**src/sv/tpac_pkg.sv**
```systemverilog
// Package: shared types and constants for the two-piece affine alignment cell.
`default_nettype none

package tpac_pkg;

   // Field and datapath widths
   localparam int SYM_BITS       = 8;
   localparam int FIELD_BITS     = 16;
   localparam int CFG_BITS       = 11;
   localparam int CFG_SUM_BITS   = CFG_BITS + 1;
   localparam int SUM_BITS       = FIELD_BITS + 2;
   localparam int WIDE_BITS      = 33;
   localparam int CSR_INDEX_BITS = 3;

   // Register indexes of the configuration port
   typedef enum logic [CSR_INDEX_BITS-1:0] {
      CSR_GAP_OPEN        = 3'd0,
      CSR_GAP_EXTEND      = 3'd1,
      CSR_LONG_GAP_OPEN   = 3'd2,
      CSR_LONG_GAP_EXTEND = 3'd3,
      CSR_MATCH_SCORE     = 3'd4,
      CSR_MISMATCH_SCORE  = 3'd5
   } csr_index_type;

   // Register reset values
   localparam logic signed [CFG_BITS-1:0] GAP_OPEN_RESET        = -11'sd4;
   localparam logic signed [CFG_BITS-1:0] GAP_EXTEND_RESET      = -11'sd2;
   localparam logic signed [CFG_BITS-1:0] LONG_GAP_OPEN_RESET   = -11'sd24;
   localparam logic signed [CFG_BITS-1:0] LONG_GAP_EXTEND_RESET = -11'sd1;
   localparam logic signed [CFG_BITS-1:0] MATCH_SCORE_RESET     = 11'sd2;
   localparam logic signed [CFG_BITS-1:0] MISMATCH_SCORE_RESET  = -11'sd4;

   // Winning candidate of the main layer
   typedef enum logic [2:0] {
      DIR_MAIN        = 3'd0,
      DIR_INSERT      = 3'd1,
      DIR_DELETE      = 3'd2,
      DIR_LONG_INSERT = 3'd3,
      DIR_LONG_DELETE = 3'd4
   } dir_type;

   // Input item
   typedef struct packed {
      logic [SYM_BITS-1:0]          query_symbol;
      logic [SYM_BITS-1:0]          reference_symbol;
      logic signed [FIELD_BITS-1:0] left_main;
      logic signed [FIELD_BITS-1:0] left_insert;
      logic signed [FIELD_BITS-1:0] left_long_insert;
      logic signed [FIELD_BITS-1:0] up_main;
      logic signed [FIELD_BITS-1:0] up_delete;
      logic signed [FIELD_BITS-1:0] up_long_delete;
      logic signed [FIELD_BITS-1:0] diag_main;
   } req_type;

   // Result item
   typedef struct packed {
      logic signed [FIELD_BITS-1:0] insert_score;
      logic signed [FIELD_BITS-1:0] best_score;
      logic signed [FIELD_BITS-1:0] delete_score;
      logic signed [FIELD_BITS-1:0] long_insert_score;
      logic signed [FIELD_BITS-1:0] long_delete_score;
      dir_type                      direction;
      logic                         insert_extended;
      logic                         delete_extended;
      logic                         long_insert_extended;
      logic                         long_delete_extended;
   } rsp_type;

   // Sign-extend a neighbour score to the sum width
   function automatic logic signed [SUM_BITS-1:0] ext_field(
      input logic signed [FIELD_BITS-1:0] v);
      ext_field = $signed({{(SUM_BITS-FIELD_BITS){v[FIELD_BITS-1]}}, v});
   endfunction

   // Sign-extend a register value to the sum width
   function automatic logic signed [SUM_BITS-1:0] ext_cfg(
      input logic signed [CFG_BITS-1:0] v);
      ext_cfg = $signed({{(SUM_BITS-CFG_BITS){v[CFG_BITS-1]}}, v});
   endfunction

   // Sign-extend a sum of two registers to the sum width
   function automatic logic signed [SUM_BITS-1:0] ext_cfg_sum(
      input logic signed [CFG_SUM_BITS-1:0] v);
      ext_cfg_sum = $signed({{(SUM_BITS-CFG_SUM_BITS){v[CFG_SUM_BITS-1]}}, v});
   endfunction

endpackage

`default_nettype wire

```
**src/sv/two_piece_affine_alignment_cell.sv**
```systemverilog
// Top level: pipelined two-piece affine gap alignment cell with its register file.
// An accepted item reaches rsp_valid through the stage 1 to stage 4 registers.
// Throughput: one item per cycle; the four stages advance together and hold
// while the output stage carries a result that rsp_stall keeps.
// Reset: synchronous, active high; clears all stage valid bits and loads the
// registers with their reset values. csr_ready is always high.
`default_nettype none

module two_piece_affine_alignment_cell
   import tpac_pkg::*;
#(
   parameter int SCORE_BITS = 16
) (
   input  wire logic                      clock,
   input  wire logic                      reset,
   // input channel
   input  wire logic                      req_valid,
   output logic                           req_stall,
   input  wire req_type                   req_data,
   // result channel
   output logic                           rsp_valid,
   input  wire logic                      rsp_stall,
   output rsp_type                        rsp_data,
   // configuration channel
   input  wire logic                      csr_valid,
   output logic                           csr_ready,
   input  wire logic [CSR_INDEX_BITS-1:0] csr_index,
   input  wire logic [CFG_BITS-1:0]       csr_data
);

   // Clamp bounds of the score range
   localparam logic signed [WIDE_BITS-1:0] ScoreHi =
      (WIDE_BITS'(1) <<< (SCORE_BITS - 1)) - WIDE_BITS'(1);
   localparam logic signed [WIDE_BITS-1:0] ScoreLo = -ScoreHi - WIDE_BITS'(1);

   // Saturate an exact sum to the score range
   function automatic logic signed [SUM_BITS-1:0] clamp_score(
      input logic signed [SUM_BITS-1:0] v);
      logic signed [WIDE_BITS-1:0] w;
      w = $signed({{(WIDE_BITS-SUM_BITS){v[SUM_BITS-1]}}, v});
      if (w > ScoreHi) begin
         clamp_score = $signed(ScoreHi[SUM_BITS-1:0]);
      end else if (w < ScoreLo) begin
         clamp_score = $signed(ScoreLo[SUM_BITS-1:0]);
      end else begin
         clamp_score = v;
      end
   endfunction

   // ---------------- configuration registers ----------------
   logic signed [CFG_BITS-1:0] gap_open_ff, gap_extend_ff;
   logic signed [CFG_BITS-1:0] long_gap_open_ff, long_gap_extend_ff;
   logic signed [CFG_BITS-1:0] match_score_ff, mismatch_score_ff;
   logic                       csr_write;

   assign csr_ready = 1'b1;
   assign csr_write = csr_valid && csr_ready;

   // Write one register; unused indexes drop the write
   always_ff @(posedge clock) begin
      if (reset) begin
         gap_open_ff        <= GAP_OPEN_RESET;
         gap_extend_ff      <= GAP_EXTEND_RESET;
         long_gap_open_ff   <= LONG_GAP_OPEN_RESET;
         long_gap_extend_ff <= LONG_GAP_EXTEND_RESET;
         match_score_ff     <= MATCH_SCORE_RESET;
         mismatch_score_ff  <= MISMATCH_SCORE_RESET;
      end else if (csr_write) begin
         unique case (csr_index)
            CSR_GAP_OPEN:        gap_open_ff        <= $signed(csr_data);
            CSR_GAP_EXTEND:      gap_extend_ff      <= $signed(csr_data);
            CSR_LONG_GAP_OPEN:   long_gap_open_ff   <= $signed(csr_data);
            CSR_LONG_GAP_EXTEND: long_gap_extend_ff <= $signed(csr_data);
            CSR_MATCH_SCORE:     match_score_ff     <= $signed(csr_data);
            CSR_MISMATCH_SCORE:  mismatch_score_ff  <= $signed(csr_data);
            default: ;
         endcase
      end
   end

   // Open cost of each gap kind: open plus first extend
   logic signed [CFG_SUM_BITS-1:0] short_open_total, long_open_total;
   assign short_open_total = $signed({gap_open_ff[CFG_BITS-1], gap_open_ff})
                           + $signed({gap_extend_ff[CFG_BITS-1], gap_extend_ff});
   assign long_open_total  = $signed({long_gap_open_ff[CFG_BITS-1], long_gap_open_ff})
                           + $signed({long_gap_extend_ff[CFG_BITS-1], long_gap_extend_ff});

   // ---------------- pipeline control ----------------
   logic s1_v_ff, s2_v_ff, s3_v_ff, s4_v_ff;
   logic advance;

   // Hold every stage while the result waits
   assign advance   = !(s4_v_ff && rsp_stall);
   assign req_stall = !advance;

   always_ff @(posedge clock) begin
      if (reset) begin
         s1_v_ff <= 1'b0;
         s2_v_ff <= 1'b0;
         s3_v_ff <= 1'b0;
         s4_v_ff <= 1'b0;
      end else if (advance) begin
         s1_v_ff <= req_valid;
         s2_v_ff <= s1_v_ff;
         s3_v_ff <= s2_v_ff;
         s4_v_ff <= s3_v_ff;
      end
   end

   // ---------------- stage 1: exact candidate sums ----------------
   logic signed [SUM_BITS-1:0] s1_ins_open_ff, s1_ins_ext_ff;
   logic signed [SUM_BITS-1:0] s1_del_open_ff, s1_del_ext_ff;
   logic signed [SUM_BITS-1:0] s1_lins_open_ff, s1_lins_ext_ff;
   logic signed [SUM_BITS-1:0] s1_ldel_open_ff, s1_ldel_ext_ff;
   logic signed [SUM_BITS-1:0] s1_match_ff;
   logic signed [CFG_BITS-1:0] subst_score;

   assign subst_score = (req_data.query_symbol == req_data.reference_symbol)
                      ? match_score_ff : mismatch_score_ff;

   always_ff @(posedge clock) begin
      if (advance) begin
         s1_ins_open_ff  <= ext_field(req_data.left_main) + ext_cfg_sum(short_open_total);
         s1_ins_ext_ff   <= ext_field(req_data.left_insert) + ext_cfg(gap_extend_ff);
         s1_del_open_ff  <= ext_field(req_data.up_main) + ext_cfg_sum(short_open_total);
         s1_del_ext_ff   <= ext_field(req_data.up_delete) + ext_cfg(gap_extend_ff);
         s1_lins_open_ff <= ext_field(req_data.left_main) + ext_cfg_sum(long_open_total);
         s1_lins_ext_ff  <= ext_field(req_data.left_long_insert)
                          + ext_cfg(long_gap_extend_ff);
         s1_ldel_open_ff <= ext_field(req_data.up_main) + ext_cfg_sum(long_open_total);
         s1_ldel_ext_ff  <= ext_field(req_data.up_long_delete)
                          + ext_cfg(long_gap_extend_ff);
         s1_match_ff     <= ext_field(req_data.diag_main) + ext_cfg(subst_score);
      end
   end

   // ---------------- stage 2: clamp and pick open or extend ----------------
   logic signed [SUM_BITS-1:0] ins_open_c, ins_ext_c, del_open_c, del_ext_c;
   logic signed [SUM_BITS-1:0] lins_open_c, lins_ext_c, ldel_open_c, ldel_ext_c;
   logic signed [SUM_BITS-1:0] s2_ins_ff, s2_del_ff, s2_lins_ff, s2_ldel_ff, s2_match_ff;
   logic                       s2_fi_ff, s2_fd_ff, s2_fli_ff, s2_fld_ff;
   logic                       fi_in, fd_in, fli_in, fld_in;

   always_comb begin
      ins_open_c  = clamp_score(s1_ins_open_ff);
      ins_ext_c   = clamp_score(s1_ins_ext_ff);
      del_open_c  = clamp_score(s1_del_open_ff);
      del_ext_c   = clamp_score(s1_del_ext_ff);
      lins_open_c = clamp_score(s1_lins_open_ff);
      lins_ext_c  = clamp_score(s1_lins_ext_ff);
      ldel_open_c = clamp_score(s1_ldel_open_ff);
      ldel_ext_c  = clamp_score(s1_ldel_ext_ff);
      // a tie keeps open
      fi_in  = ins_open_c < ins_ext_c;
      fd_in  = del_open_c < del_ext_c;
      fli_in = lins_open_c < lins_ext_c;
      fld_in = ldel_open_c < ldel_ext_c;
   end

   always_ff @(posedge clock) begin
      if (advance) begin
         s2_ins_ff   <= fi_in  ? ins_ext_c  : ins_open_c;
         s2_del_ff   <= fd_in  ? del_ext_c  : del_open_c;
         s2_lins_ff  <= fli_in ? lins_ext_c : lins_open_c;
         s2_ldel_ff  <= fld_in ? ldel_ext_c : ldel_open_c;
         s2_match_ff <= clamp_score(s1_match_ff);
         s2_fi_ff    <= fi_in;
         s2_fd_ff    <= fd_in;
         s2_fli_ff   <= fli_in;
         s2_fld_ff   <= fld_in;
      end
   end

   // ---------------- stage 3: match against long gaps ----------------
   logic signed [SUM_BITS-1:0] s3_ins_ff, s3_del_ff, s3_lins_ff, s3_ldel_ff, s3_best_ff;
   logic                       s3_fi_ff, s3_fd_ff, s3_fli_ff, s3_fld_ff;
   dir_type                    s3_dir_ff;
   logic signed [SUM_BITS-1:0] best3_a, best3_in;
   dir_type                    dir3_a, dir3_in;

   // A later candidate wins only when strictly greater
   always_comb begin
      best3_a = s2_match_ff;
      dir3_a  = DIR_MAIN;
      if (best3_a < s2_lins_ff) begin
         best3_a = s2_lins_ff;
         dir3_a  = DIR_LONG_INSERT;
      end
      best3_in = best3_a;
      dir3_in  = dir3_a;
      if (best3_a < s2_ldel_ff) begin
         best3_in = s2_ldel_ff;
         dir3_in  = DIR_LONG_DELETE;
      end
   end

   always_ff @(posedge clock) begin
      if (advance) begin
         s3_ins_ff  <= s2_ins_ff;
         s3_del_ff  <= s2_del_ff;
         s3_lins_ff <= s2_lins_ff;
         s3_ldel_ff <= s2_ldel_ff;
         s3_best_ff <= best3_in;
         s3_dir_ff  <= dir3_in;
         s3_fi_ff   <= s2_fi_ff;
         s3_fd_ff   <= s2_fd_ff;
         s3_fli_ff  <= s2_fli_ff;
         s3_fld_ff  <= s2_fld_ff;
      end
   end

   // ---------------- stage 4: short gaps and output register ----------------
   logic signed [SUM_BITS-1:0] s4_ins_ff, s4_del_ff, s4_lins_ff, s4_ldel_ff, s4_best_ff;
   logic                       s4_fi_ff, s4_fd_ff, s4_fli_ff, s4_fld_ff;
   dir_type                    s4_dir_ff;
   logic signed [SUM_BITS-1:0] best4_a, best4_in;
   dir_type                    dir4_a, dir4_in;

   always_comb begin
      best4_a = s3_best_ff;
      dir4_a  = s3_dir_ff;
      if (best4_a < s3_ins_ff) begin
         best4_a = s3_ins_ff;
         dir4_a  = DIR_INSERT;
      end
      best4_in = best4_a;
      dir4_in  = dir4_a;
      if (best4_a < s3_del_ff) begin
         best4_in = s3_del_ff;
         dir4_in  = DIR_DELETE;
      end
   end

   always_ff @(posedge clock) begin
      if (advance) begin
         s4_ins_ff  <= s3_ins_ff;
         s4_del_ff  <= s3_del_ff;
         s4_lins_ff <= s3_lins_ff;
         s4_ldel_ff <= s3_ldel_ff;
         s4_best_ff <= best4_in;
         s4_dir_ff  <= dir4_in;
         s4_fi_ff   <= s3_fi_ff;
         s4_fd_ff   <= s3_fd_ff;
         s4_fli_ff  <= s3_fli_ff;
         s4_fld_ff  <= s3_fld_ff;
      end
   end

   // Drive the result item from the last stage
   assign rsp_valid = s4_v_ff;

   always_comb begin
      rsp_data.insert_score         = s4_ins_ff[FIELD_BITS-1:0];
      rsp_data.best_score           = s4_best_ff[FIELD_BITS-1:0];
      rsp_data.delete_score         = s4_del_ff[FIELD_BITS-1:0];
      rsp_data.long_insert_score    = s4_lins_ff[FIELD_BITS-1:0];
      rsp_data.long_delete_score    = s4_ldel_ff[FIELD_BITS-1:0];
      rsp_data.direction            = s4_dir_ff;
      rsp_data.insert_extended      = s4_fi_ff;
      rsp_data.delete_extended      = s4_fd_ff;
      rsp_data.long_insert_extended = s4_fli_ff;
      rsp_data.long_delete_extended = s4_fld_ff;
   end

   // ---------------- assertions ----------------
   a_accept_fills_stage1: assert property (@(posedge clock) disable iff (reset)
      (req_valid && !req_stall) |=> s1_v_ff)
      else $error("accepted item did not reach stage 1");

   a_stage1_holds: assert property (@(posedge clock) disable iff (reset)
      (s1_v_ff && !advance) |=> (s1_v_ff && $stable(s1_match_ff)))
      else $error("stage 1 changed during a stall");

   a_best_is_max: assert property (@(posedge clock) disable iff (reset)
      s4_v_ff |-> (s4_best_ff >= s4_ins_ff && s4_best_ff >= s4_del_ff &&
                   s4_best_ff >= s4_lins_ff && s4_best_ff >= s4_ldel_ff))
      else $error("best score below a gap layer score");

   a_insert_dir_matches: assert property (@(posedge clock) disable iff (reset)
      (s4_v_ff && s4_dir_ff == DIR_INSERT) |-> (s4_best_ff == s4_ins_ff))
      else $error("insert direction without insert score");

endmodule

`default_nettype wire
```
**config.mk**
```make
export PLATFORM = sky130hd
export DESIGN_NAME = two_piece_affine_alignment_cell
export DESIGN_NICKNAME = d
export VERILOG_FILES = /design/src/sv/tpac_pkg.sv /design/src/sv/two_piece_affine_alignment_cell.sv
export SDC_FILE = /design/constraint.sdc
export NUM_CORES = 1
export LEC_CHECK = 0
export ABC_AREA = 1
export BUFFER_PORTS_ARGS = -buffer_cell sky130_fd_sc_hd__buf_2
export CORE_ASPECT_RATIO = 1.75
export CORE_MARGIN = 10
export CORE_UTILIZATION = 44
export DETAILED_ROUTE_END_ITERATION = 6
export GPL_TIMING_DRIVEN = 0
export HOLD_SLACK_MARGIN = 0.02
export PLACE_DENSITY = 0.67
export SLEW_MARGIN = 20
export SYNTH_ARGS = -nofsm -noshare
export SYNTH_HDL_FRONTEND = slang
export SYNTH_SLANG_ARGS = --single-unit
```
**constraint.sdc**
```tcl
create_clock -name clock -period 43.9 [get_ports clock]
set_clock_uncertainty 0.2 [all_clocks]
set_input_delay 6.585 -clock clock [delete_from_list [all_inputs] [get_ports clock]]
set_output_delay 6.585 -clock clock [all_outputs]
set_load 0.05 [all_outputs]
```
After elaboration in Yosys (flattened, before gate mapping)
Index checks and enable logic that the tools add are counted.
Operators by class
  $add $sub $neg: 11
  $lt $le $gt $ge: 26
  eq/ne operators: 6
  multiplexer cells: 28
  reduce and logical (&&, ||, !) cells: 9
Operators by type and width (count)
  18-bit 2-to-1 mux: 24
  17-bit by 16-bit greater-than comparator with 1-bit output (second input constant): 9
  17-bit by 16-bit less-than comparator with 1-bit output (second input constant): 9
  18-bit less-than comparator: 8
  16-bit by 11-bit adder with 17-bit output: 5
  16-bit by 12-bit adder with 17-bit output: 4
  11-bit by 11-bit adder with 12-bit output: 2
  16-bit 2-to-1 mux: 1
  2-bit AND reduction: 6
  11-bit 2-to-1 mux: 1
  8-bit equality test: 1
  3-bit by 2-bit equality test with 1-bit output (second input constant): 2
  3-bit equality test (second input constant): 2
  2-bit 2-to-1 mux: 2
  3-bit by 1-bit equality test with 1-bit output (second input constant): 1
  3-bit zero test: 1
  2-bit OR reduction: 1
  1-bit logical AND: 1
Storage, ports and cells
  register bits: 497
  input port bits: 147
  output and inout bits: 90
  word-level logic and storage cells: 129

Longest topological paths before layout
Gate-level depths: netlist of run 1.
  word-level depth: 5
  mapped depth: 29
  depth with buffers taken out: 27

Worst setup path before layout of run 1
No wires, ideal clock.
  kind: input to output
  start point: input rsp_stall
  end point: output req_stall
  arrival: 18716 ps
  data required time: 37115 ps
  slack: 18399 ps
  stages on the path: 2
  buffers on the path: 0
  path through: nand2_1 inv_1
On the way
  word-level cells in the longest chain between the ends: 1
Ends and longest elaborated chain
  start: declaration: line two_piece_affine_alignment_cell.sv:22  | input wire logic rsp_stall,
  1-bit logical AND: line two_piece_affine_alignment_cell.sv:93  | assign advance = !(s4_v_ff && rsp_stall);
  end: declaration: line two_piece_affine_alignment_cell.sv:18  | output logic req_stall,
No other way between the ends.

Final worst setup path of run 1
Ends and elaborated chain as after synthesis.

==> results of run 1 <==
synthesized netlist by cell type (19+ instances only):
cell / n
ha_1: 294
nor3_1: 20
xor2_1: 111
a21oi_1: 255
o21ai_0: 191
xnor2_1: 38
nor2_1: 182
nand3_1: 150
edfxtp_1: 418
clkbuf_1: 49
nand2_1: 610
dfxtp_1: 70
a31oi_1: 19
inv_1: 269
metal layers:
layer	vias up	part of all wire, %	GRT usage (%)
met5	-	0.090	0
met4	8	5.4	10.1
met3	158	5.0	3.24
met2	495	51	33.9
met1	9344	39	21.1
li1	10500	-	-
power by group through the flow:
stage | clock, mW | sequential (mW) | combinational, mW
2_1_floorplan | 0 | 0.931 | 0.716
3_3_place_gp | 0 | 0.838 | 1.13
3_5_place_dp | 0 | 0.837 | 1.15
4_1_cts | 0.420 | 0.828 | 1.16
5_1_grt | 0.435 | 0.841 | 1.29
6_report | 0.411 | 0.824 | 1.15
how the worst min path moves through the flow:
stage                        start        endpoint  slack (ns)  depth (start not counted)
finish              s3_ldel_ff[10]  s4_ldel_ff[10]        0.21                          0
floorplan             s2_del_ff[0]    s3_del_ff[0]        0.20                          0
CTS                       s3_fd_ff        s4_fd_ff        0.21                          0
global route        s3_ldel_ff[10]  s4_ldel_ff[10]        0.22                          0
global placement     s2_del_ff[12]   s3_del_ff[12]        0.20                          0
detailed placement   s2_del_ff[15]   s3_del_ff[15]        0.20                          0
stage by stage:
stage                     cells  setup slack (ns)
after floorplan            2855             18.40
after global placement     3889             15.72
after detailed placement   3896             29.42
after CTS                  3984             29.41
after global routing       3986             29.36
final                      3989             29.46
cell families (layout without fill, tap and decap cells):
group	after synthesis	in the layout	synth area share, %
flip-flops	488	488	50.1
AO/OA/AOI/OAI	536	536	10.3
buffers and inverters	357	687	5.12
adder cells (fa/ha/maj)	305	305	14.0
other	1	6	0.0135
AND/OR/NAND/NOR	1005	1005	15.1
multiplexers	11	11	0.445
XOR/XNOR	152	152	4.87
worst max-delay path, cell delays in order:
cell	delay, ns
buf_2	0.11
nand2_4	0.48
inv_1	0.21
buf_2	0.27
cells in the final DEF, fill, tap and decap left out, types with 9 or more instances in the layout:
| master | synthesis | layout |
|---|---|---|
| mux2_2 | 11 | 11 |
| edfxtp_1 | 418 | 418 |
| inv_1 | 269 | 269 |
| nand2_1 | 610 | 609 |
| xor2_1 | 111 | 111 |
| a21oi_1 | 255 | 255 |
| nor2_1 | 182 | 182 |
| o21ai_1 | 10 | 10 |
| o31ai_1 | 9 | 9 |
| clkbuf_1 | 49 | 54 |
| xnor2_1 | 38 | 38 |
| dfxtp_1 | 70 | 70 |
| nand2_2 | 13 | 13 |
| o21ai_0 | 191 | 191 |
| clkbuf_16 | 0 | 49 |
| nand3_1 | 150 | 150 |
| a21boi_1 | 11 | 11 |
| nand2_4 | 10 | 11 |
| fa_1 | 11 | 11 |
| ha_1 | 294 | 294 |
| a31oi_1 | 19 | 19 |
| inv_2 | 9 | 9 |
| nor3_1 | 20 | 20 |
| buf_2 | 16 | 251 |
layout make-up:
| cell class | count | area (um2) | share of cell area, % |
|---|---|---|---|
| Multi-Input combinational cell | 2010 | 12500 | 39.2 |
| Clock inverter | 31 | 288 | 0.906 |
| Antenna cell | 5 | 12.5 | 0.0394 |
| Tap cell | 799 | 1000 | 3.15 |
| Buffer | 77 | 374 | 1.18 |
| Timing Repair Buffer | 242 | 1370 | 4.31 |
| Clock buffer | 57 | 1280 | 4.02 |
| Inverter | 280 | 1050 | 3.31 |
| Sequential cell | 488 | 14000 | 43.9 |
sequential cells by signal, summed over array words and instances (netlist names), 17 cells and up:
register and cells:
s1_lins_ext_ff 17, s1_ins_ext_ff 17, s3_del_ff 17, s3_ins_ff 17, s1_ldel_ext_ff 17, s1_del_open_ff 17
s1_match_ff 17, s3_best_ff 17, s1_ldel_open_ff 17, s1_del_ext_ff 17, s2_ins_ff 17, s2_lins_ff 17
s2_ldel_ff 17, s1_ins_open_ff 17, s2_match_ff 17, s1_lins_open_ff 17, s2_del_ff 17
==> results_dict.tcl, run 1 <==
set metrics [dict create \
    status "finished, final reports clean" \
    numCtsBuffers 48 \
    die_area_mm2 0.0741 \
    die_w_um 210 \
    fmax_mhz 69.2 \
    postCtsSetupBuffers 0 \
    timing.slew.headroom_pct 41.3 \
    postLayoutCellArea_mm2 0.0318 \
    finalSetupTns_ns 0 \
    seqPwrFrac_pct 34.6 \
    p_sw_mw 1.05 \
    ir_worst_vdd_uv 63.2 \
    min_path_type "register to register" \
    dp_hpwl_um 58900 \
    drtIter0Drc 987 \
    dpl-instance-area_mm2 0.0302 \
    min_period_ns 14.44 \
    synth_edf_count 418 \
    globalplace.congestion 0.956 \
    p_leak_nw 14.4 \
    worstRegToRegCells 26 \
    syn_avg_cell_area_um2 9.75 \
    vias 20500 \
    synthCells 2855 \
    synth_nets 3307 \
    drc 0 \
    clkSlewWorstSetupHoldPaths_ns 0.07 \
    clock_latency_ns 0.61 \
    clkPwrFrac_pct 17.2 \
    postCtsHoldBufs 0 \
    pin_count 237 \
    comb_power_share_pct 48.2 \
    grt_overflow_total 0 \
    clock_sinks 488 \
    fin_crit_sh_pct 32.9 \
    internal_power_mw 1.34 \
    drv_cap 0 \
    synth.area.top_cells "edfxtp_1 (45%), ha_1 (13%), nand2_1 (8.2%), dfxtp_1 (5.0%), a21oi_1 (4.6%)" \
    finalPower_mw 2.38 \
    die_h_um 353 \
    antenna_found_initial 10 \
    end_kind "output port" \
    grt_pass1_vias 20400 \
    whs_ns 0.214 \
    seq_area_frac_synth_pct 50.1 \
    rsz0062_at_grt "false" \
    worst_pin_slew_ns 0.871 \
    startpoint "rsp_stall" \
    grt_max_degree 63 \
    wirelength_um 72000 \
    cts_tree "yes" \
    yosys_register_bits 488 \
    port_buffers 235 \
    yosysTopAreaCell "edfxtp_1" \
    r2r_start "s2_lins_ff[13]" \
    num-fill-cells 5829 \
    crit_arrival_ns 7.66 \
    drive_gt1_share_pct 12.7 \
    setup-violations-final 0 \
    vias_per_cell 5.13 \
    yosysTopAreaCellShare_pct 45.1 \
    crit_path_max_fanout 39 \
    power_density_mw_per_mm2 75.0 \
    firstDrtPassIters 6 \
    crit_path_start_kind "primary input" \
    endpoint "req_stall" \
    root_buffer "clkbuf_16" \
    synth.cell_area_mm2 0.0278 \
    initial_core_util_pct 44.6 \
    grt_pass1_wl_um 111000 \
    nets 3599 \
    yosysWarnings 0 \
    r2r-end "s3_best_ff[9]" \
    synth_ff_type "edfxtp_1" \
    crit_required_ns 37.11 \
    core-area_mm2 0.0624 \
    critPathKind "primary input to output port" \
    ys_types 50 \
    slew_viol_final 0 \
    post_cts_resized 0 \
    fin_util_pct 50.9 \
    htree_levels 2 \
    ant_nets 0 \
    rrSetupSlack_ns 38.98 \
    switching_share_pct 44.0 \
    avgRoutedWirePerCell_um 18.0 \
    clock_path_buffers 3 \
    hold_viol 0 \
    async_flop_share_pct 0 \
    rows 121 \
    grt_usage_pct 19.0 \
    area_growth_pct 14.2 \
]
(Power assumes the default switching activity.)
==> run 2, diff against run 1 <==
clock period = 14.1 ns   (was 43.9 ns; I/O delays follow)
==> run 2 against run 1 <==
Sequential share of layout area grew 0.15 points. Flip-flop and latch count is the same. Combinational power grew to 3.1 times the previous value. Total power grew to 3.1 times the previous value. Non-clock buffer count shrank 2. First-iteration DRC count shrank 10%. Via count grew 0.29%. Global-route usage shrank 0.21 points. Utilization shrank 0.17 points. Cell area shrank 0.33%. Worst hold slack gained 0.0012 ns. Die area is the same. Critical path type unchanged.
==> results_dict.tcl, run 2 (synthesis gave the netlist of run 1 again) <==
set metrics [dict create \
    core-area_mm2 0.0624 \
    ant_nets 0 \
    cts_tree "yes" \
    p_leak_nw 14.4 \
    crit_family "buffers and inverters" \
    antenna_found_initial 10 \
    cp_cell_sequence "buf_2 -> nand2_8 -> inv_1 -> buf_2" \
    crit_buf_inv 3 \
    root_buffer "clkbuf_16" \
    rows 121 \
    slew_viol_final 0 \
    drv_cap 0 \
    port_buffers 235 \
    hold_viol 0 \
    clock_latency_ns 0.59 \
    grt_max_degree 80 \
    dp_hpwl_um 58500 \
    final_cells 3986 \
    grt_overflow_total 0 \
    htree_levels 2 \
    grt_usage_pct 18.8 \
    pin_count 237 \
    pre_cts_ws_ns 8.38 \
    status "finished, final reports clean" \
    fmax_mhz 184 \
    vias 20500 \
    initial_core_util_pct 44.6 \
    slowest_delay_ns 0.31 \
    vias_per_cell 5.15 \
    drc 0 \
    drive_gt1_share_pct 12.4 \
    clock_sinks 488 \
    die_area_mm2 0.0741 \
    min_period_ns 5.45 \
    crit_path_start_kind "primary input" \
    setup-violations-final 0 \
    post_cts_resized 0 \
    grt_pass1_wl_um 110000 \
    grt_pass1_vias 20200 \
    dp.cells 3894 \
    layout_commonest_cell "nand2_1" \
    min_path_type "register to register" \
    clkSlewWorstSetupHoldPaths_ns 0.07 \
    crit_required_ns 11.78 \
    die_w_um 210 \
    avgRoutedWirePerCell_um 18.0 \
    timing.final.ws_setup_ns 8.65 \
    rsz0062_at_grt "false" \
    postCtsHoldBufs 0 \
    timing.slew.headroom_pct 45.0 \
    critPathKind "primary input to output port" \
    die_h_um 353 \
    crit_arrival_ns 3.13 \
    worst_pin_slew_ns 0.816 \
    crit_slowest_cell "buf_2" \
    final_cell_mix "nand2_1 (609), edfxtp_1 (418), ha_1 (294), inv_1 (269), a21oi_1 (255)" \
    numCtsBuffers 47 \
    nets 3596 \
    postCtsSetupBuffers 0 \
    crit_path_max_fanout 73 \
    drtIter0Drc 887 \
    fin_crit_sh_pct 38.6 \
    area_growth_pct 13.8 \
    wirelength_um 71600 \
    whs_ns 0.215 \
    ir_worst_vdd_uv 243 \
    end_kind "output port" \
    firstDrtPassIters 5 \
    path_common_cell "buf_2" \
    globalplace.congestion 0.957 \
    finalSetupTns_ns 0 \
    power_density_mw_per_mm2 233 \
    clock_path_buffers 3 \
]
==> run 2: cell type report <==
type | count | area (um2)
multi-input combinational | 2010 | 12500
tap | 799 | 1000
fill | 5849 | 30700
timing repair buffer | 240 | 1310
sequential | 488 | 14000
inverter | 280 | 1050
clock inverter | 34 | 267
antenna | 6 | 15.0
clock buffer | 52 | 1240
buffer | 77 | 374
==> run 2: path summary, 6_finish.rpt <==
path / from / endpoint / slack [ns] / depth (start not counted)
worst max-delay path: rsp_stall / req_stall / 8.65 / 4
worst min-delay path: s2_ins_ff[14] / s3_ins_ff[14] / 0.22 / 0
worst max register to register: s3_best_ff[16] / s4_best_ff[13] / 9.28 / 20
worst min register to register: s2_ins_ff[14] / s3_ins_ff[14] / 0.22 / 0
==> run 2: power breakdown <==
group | internal (mW) | leakage [nW] | switching (mW)
combinational | 1.14 | 8.74 | 2.45
clock | 0.691 | 0.738 | 0.558
sequential | 2.31 | 4.89 | 0.247
==> run 2: through the flow <==
step | total power [mW] | utilization [%] | cell area (um2)
final | 7.39 | 50.8 | 31700
after global routing | 7.96 | 50.8 | 31700
after CTS | 7.46 | 50.8 | 31700
after detailed placement | 6.19 | 48.3 | 30200
after global placement | 6.13 | 48.1 | 30000
after floorplan | 5.12 | - | 27800
==> run 2: per-layer routing <==
| layer | part of all wire, % | global-route usage [%] | vias up |
|---|---|---|---|
| met5 | 0.038 | 0 | - |
| met4 | 4.8 | 9.00 | 4 |
| met3 | 5.0 | 3.27 | 144 |
| met2 | 51 | 34.0 | 494 |
| met1 | 39 | 20.7 | 9454 |
| li1 | - | - | 10400 |
